## src/rtl/sia_pkg.sv

```systemverilog
// Package for the shifting indexed array table.
// Holds operation and status codes, default sizes and the controller command struct.
// No dependencies.
package sia_pkg;

    // Default table size
    localparam int DEF_CAPACITY = 64;

    // Fixed field widths
    localparam int OP_W    = 3;
    localparam int IDX_W   = 8;
    localparam int DATA_W  = 32;
    localparam int ST_W    = 2;
    localparam int COUNT_W = 7;

    // Entries per read group of the get path
    localparam int GRP_SIZE = 8;
    localparam int GRP_W    = 3;

    typedef enum logic [OP_W-1:0] {
        OP_APPEND = 3'd0,
        OP_INSERT = 3'd1,
        OP_EDIT   = 3'd2,
        OP_DELETE = 3'd3,
        OP_GET    = 3'd4,
        OP_FIND   = 3'd5
    } op_t;

    typedef enum logic [ST_W-1:0] {
        ST_OK       = 2'd0,
        ST_BADINDEX = 2'd1,
        ST_FULL     = 2'd2,
        ST_NOTFOUND = 2'd3
    } status_t;

    // Controller to datapath commands
    typedef struct packed {
        logic load;   // capture a new transaction
        logic exec;   // update cells and count, register match and read groups
        logic fin;    // load the result registers
    } sia_cmd_t;

endpackage

```

## src/rtl/sia_ctrl.sv

```systemverilog
// Controller for the shifting indexed array table.
// Sequences load, execute and finish steps and owns the output valid flag.
// Depends on sia_pkg.
module sia_ctrl
    import sia_pkg::*;
(
    input  logic     clk,
    input  logic     rst_n,
    input  logic     in_valid,
    output logic     in_ready,
    output logic     out_valid,
    input  logic     out_ready,
    output sia_cmd_t cmd
);

    typedef enum logic [1:0] {
        S_IDLE,
        S_EXEC,
        S_FIN
    } state_t;

    state_t state_reg, state_next;
    logic   out_valid_reg, out_valid_next;
    logic   out_free;

    // Result slot is free when empty or being taken this cycle
    assign out_free = !out_valid_reg || out_ready;

    // A new transaction may enter while the previous one finishes
    assign in_ready = (state_reg == S_IDLE) || ((state_reg == S_FIN) && out_free);

    assign cmd.load = in_valid && in_ready;
    assign cmd.exec = (state_reg == S_EXEC);
    assign cmd.fin  = (state_reg == S_FIN) && out_free;

    assign out_valid = out_valid_reg;

    // Next state
    always_comb
    begin
        state_next     = state_reg;
        out_valid_next = out_valid_reg;
        if (out_ready)
        begin
            out_valid_next = 1'b0;
        end
        unique case (state_reg)
            S_IDLE:
            begin
                if (cmd.load)
                begin
                    state_next = S_EXEC;
                end
            end
            S_EXEC:
            begin
                state_next = S_FIN;
            end
            S_FIN:
            begin
                if (out_free)
                begin
                    out_valid_next = 1'b1;
                    state_next     = cmd.load ? S_EXEC : S_IDLE;
                end
            end
            default:
            begin
                state_next = S_IDLE;
            end
        endcase
    end

    // State and registered outputs
    always_ff @(posedge clk or negedge rst_n)
    begin
        if (!rst_n)
        begin
            state_reg     <= S_IDLE;
            out_valid_reg <= 1'b0;
        end
        else
        begin
            state_reg     <= state_next;
            out_valid_reg <= out_valid_next;
        end
    end

endmodule

```

## config.mk

```make
export PLATFORM = sky130hd
export DESIGN_NAME = sia_ctrl
export DESIGN_NICKNAME = d
export VERILOG_FILES = /design/src/rtl/sia_pkg.sv /design/src/rtl/sia_ctrl.sv
export SDC_FILE = /design/constraint.sdc
export NUM_CORES = 1
export LEC_CHECK = 0
export BUFFER_PORTS_ARGS = -buffer_cell sky130_fd_sc_hd__buf_4
export CORE_AREA = 2 2 39 41
export CTS_BUF_LIST = sky130_fd_sc_hd__clkbuf_16
export CTS_CLUSTER_DIAMETER = 60
export DETAILED_ROUTE_END_ITERATION = 8
export DIE_AREA = 0 0 41 43
export GPL_TIMING_DRIVEN = 0
export PLACE_DENSITY = 0.31
export SYNTH_ARGS = -nofsm -noshare
export SYNTH_HDL_FRONTEND = slang
export SYNTH_SLANG_ARGS = --single-unit
export TNS_END_PERCENT = 1
```

## constraint.sdc

```tcl
create_clock -name clk -period 1 [get_ports clk]
set_input_delay 0.2 -clock clk [delete_from_list [all_inputs] [get_ports clk]]
set_output_delay 0.2 -clock clk [all_outputs]
set_load 0.03 [all_outputs]
```

# Word level (Yosys, flattened, before mapping)

Cells that the tools add are included.

Register bits: 3
Input bits: 4
Output and inout bits: 5
Logic and storage cells: 20

Eq/ne operators: 4
Multiplexer cells: 7
Reductions and logical operators: 7

Operator list:

| cell               | count |
|---|---|
| $pmux 2 s3         | 1 |
| $mux 1             | 4 |
| $mux 2             | 2 |
| $ne 2x2->1 const B | 2 |
| $eq 2x1->1 const B | 1 |
| $eq 2x2->1 const B | 1 |
| $logic_and 1x1->1  | 2 |
| $logic_not 2->1    | 1 |
| $logic_or 1x1->1   | 2 |
| $reduce_and 2->1   | 1 |
| $logic_not 1->1    | 1 |

# Depth between registers and ports, before layout

Depth in word-level cells: 8
Gate-level depth with buffers: 2
Depth with buffers taken out: 2

# Least setup slack after synthesis

OpenSTA, ideal clock, no wires.

Path kind: reg2out
Start: register out_valid_reg, in the netlist out_valid
End: output cmd[2] in the netlist's numbering
Arrival time: 1.206 ns
Data required time: 0.800 ns
Slack: -0.406 ns
Stages on the path, launching flop included: 3
Buffers on the path: 0
Cell sequence: dfrtp_1 -> nor2b_2 -> a21oi_1

RTL lines:

| what                     | RTL line       | text |
|---|---|---|
| start: declaration       | sia_ctrl.sv:23 | `logic out_valid_reg, out_valid_next;` |
| start signal: assignment | sia_ctrl.sv:85 | `out_valid_reg <= out_valid_next;` |
| end: declaration         | sia_ctrl.sv:13 | `output sia_cmd_t cmd` |

==> flow_summary_export.csv <==
group,metric,value,unit
logic_synthesis,seq_area_frac_synth,51.3,%
critical_path,crit_path_start,"state_reg[1]$_DFFE_PN0P_",
logic_synthesis,ys_seq_elements,3,
grt,first_global_vias,182,
pwr,clkPwrFrac,59.3,%
place,place_ws,-0.123,ns
layout,syn2layout_area_growth,202,%
logic_synthesis,synth_nets,19,
pwr,switching_share,24.3,%
logic_synthesis,yosys.area.top_type_share,51.3,%
critical_path,critPathKind,"reg -> out",
critical_path,crit_path_max_fanout,4,
place,numPortBuffers,8,
die,die_y,43,um
logic_synthesis,ys_warn_count,0,
timing,rsz0062_at_grt,"true",
cts,clock_sinks,3,
status,status,"complete, but fails checks",
grt,track_usage,6.64,%
critical_path,r2r_start,"state_reg[0]$_DFFE_PN0P_",
critical_path,cp-start-kind,"flop",
drt,wl_per_cell,9.40,um
layout,final_cells,48,
critical_path,worstPathArrival,1.07,ns
logic_synthesis,syn-cell-area,146,um^2
cts,clock_path_buffers,2,
critical_path,endpoint_kind,"output pin",
pwr,p_sw,0.258,mW
drt,drcViolationCount,0,
critical_path,worst_r2r_path_depth,3,
die,core_area,1380,um^2
logic_synthesis,synth-edff-count,0,
logic_synthesis,synthCells,15,
logic_synthesis,synth_common_cells,"a21oi_1 (3), dfrtp_1 (3), nand2b_1 (3)",
cts,path_clk_slew,0.03,ns
pwr,p_int,0.806,mW
drt,vias,169,
timing,post-route-min-period,1.27,ns
critical_path,endpoint,"cmd[2]",
place,gp_congestion,0.670,
drt,wl,451,um
layout,antennaDiodeCount,0,
timing,hold_violations,0,
logic_synthesis,synthArstFlopShare,100,%
timing,fin_tns_setup,-1.05,ns
status,violations,"negative setup slack",
min_path,worstHoldStart,"out_ready",
pwr,p_seq_share,14.9,%
timing,relSlewSlack,85.0,%
grt,grt_pass1_wl,738,um
die,fp-row-count,14,
pwr,cellPowerDensity,2410,nW/um^2
die,start_util,10.6,%
logic_synthesis,ys_types,9,
run,maxCapViolations,0,
timing,holdWs,0.280,ns
layout,nets,37,
die,io_pins,9,
pwr,combPwrFrac,25.8,%
critical_path,timing.rr.end,"state_reg[0]$_DFFE_PN0P_",
cts,cts_tree,"yes",
drt,via_per_inst,3.52,
grt,antenna_found_initial,0,
drt,top_layer_used,"met4",
pwr,p_total,1.06,mW
layout,largest_register_ffs,2,
pwr,leakage,0.201,nW
logic_synthesis,synth_top_area_cell,"dfrtp_1",
layout,fin_util,31.9,%
layout,postLayoutCellArea,442,um^2
timing,fmaxAchievable,788,MHz
logic_synthesis,synthFlopType,"dfrtp_1",
timing,setup_ws,-0.269,ns
logic_synthesis,synth.area.top_cells,"dfrtp_1 (51%), nand2b_1 (13%), a21oi_1 (10%)",
timing,post-route-period-util,127,%
cts,cts-root-buf,"clkbuf_16",
drt,drt-met1-wl,188,um
layout,drive_gt1_share,81.3,%
drt,met2_length,229,um
critical_path,r2r_setup_slack,0.11,ns
critical_path,worst-endpoint-required,0.80,ns
timing,skew,0.000497,ns
cts,cts_made_buffers,3,
drt,first_pass_iters,1,
timing,maxSlewViolCount,0,
die,die_w,41,um
drt,ant_nets,0,
place,post_dp_cell_area,263,um^2
cts,htreeDepth,1,
cts,clkLatencyLatePin,0.22,ns
drt,route.met3.wl,17,um
grt,grt-ovfl-total,0,
place,numPlacedInstances,39,
min_path,hold_class,"in -> reg",
grt,grt_max_degree,5,
timing,setup_viol,5,
drt,drt_iter0_markers,0,
pwr,ir_worst_vdd,0.000651,V
logic_synthesis,syn_area_per_cell,9.76,um^2
timing,worst_pin_slew,0.225,ns
die,die-area,1760,um^2
==> worst min-delay path by stage <==
stage                               endpoint  slack (ns)  depth (start not counted)
global placement    state_reg[1]$_DFFE_PN0P_      -0.009                          1
CTS                      out_valid$_DFF_PN0_        0.28                          3
detailed placement  state_reg[0]$_DFFE_PN0P_      -0.008                          1
floorplan                out_valid$_DFF_PN0_        -0.1                          0
finish                   out_valid$_DFF_PN0_        0.28                          3
global route             out_valid$_DFF_PN0_        0.30                          3
==> worst max-delay path: stages (launching register included) <==
cell	delay, ns
dfrtp_2	0.43
buf_12	0.15
a21oi_4	0.13
buf_6	0.14
==> layout by cell type, fill, tap and decap left out, drive strengths merged <==
| cell type | n |
|---|---|
| clkbuf | 3 |
| buf | 13 |
| o21bai | 1 |
| a21oi | 3 |
| nor2 | 1 |
| nand2b | 3 |
| dlygate4sd3 | 1 |
| inv | 1 |
| nand2 | 1 |
| dfrtp | 3 |
| nor2b | 2 |
==> power by group through the flow <==
stage | clock network (mW) | registers [mW] | logic [mW]
3_3_place_gp | 0 | 0.166 | 0.176
3_5_place_dp | 0 | 0.167 | 0.177
6_report | 0.631 | 0.159 | 0.275
4_1_cts | 0.629 | 0.162 | 0.272
5_1_grt | 0.654 | 0.162 | 0.291
2_1_floorplan | 0 | 0.177 | 0.104
==> cells by family after synthesis <==
kind of cell	count (synthesis)	synth area share [%]
simple gates	7	28.2
flops	3	51.3
compound gates	4	15.4
buf+inv	1	5.13
==> layer usage <==
metal	vias up	global-route usage, %
met4	0	6.00
li1	82	-
met5	-	0
met2	6	9.38
met1	79	6.80
met3	2	3.14
==> layout make-up <==
| class | count | area (um^2) |
|---|---|---|
| fillers | 150 | 942 |
| repair buffers | 13 | 131 |
| multi-input cells | 11 | 121 |
| flip-flops and latches | 3 | 78.8 |
| clock buffers | 3 | 75.1 |
| well taps | 16 | 20.0 |
| plain buffers | 1 | 11.3 |
| clock inverters | 1 | 3.75 |
==> repair_timing <==
item                       4_1_cts  5_1_grt
hold buffers                     1        0
buffers inserted                 3        1
setup endpoints to repair        4        5
resized for setup               12        0
hold endpoints to repair         3        0
pin swaps                        2        1
Note: power is estimated with default switching activity, not from simulation.
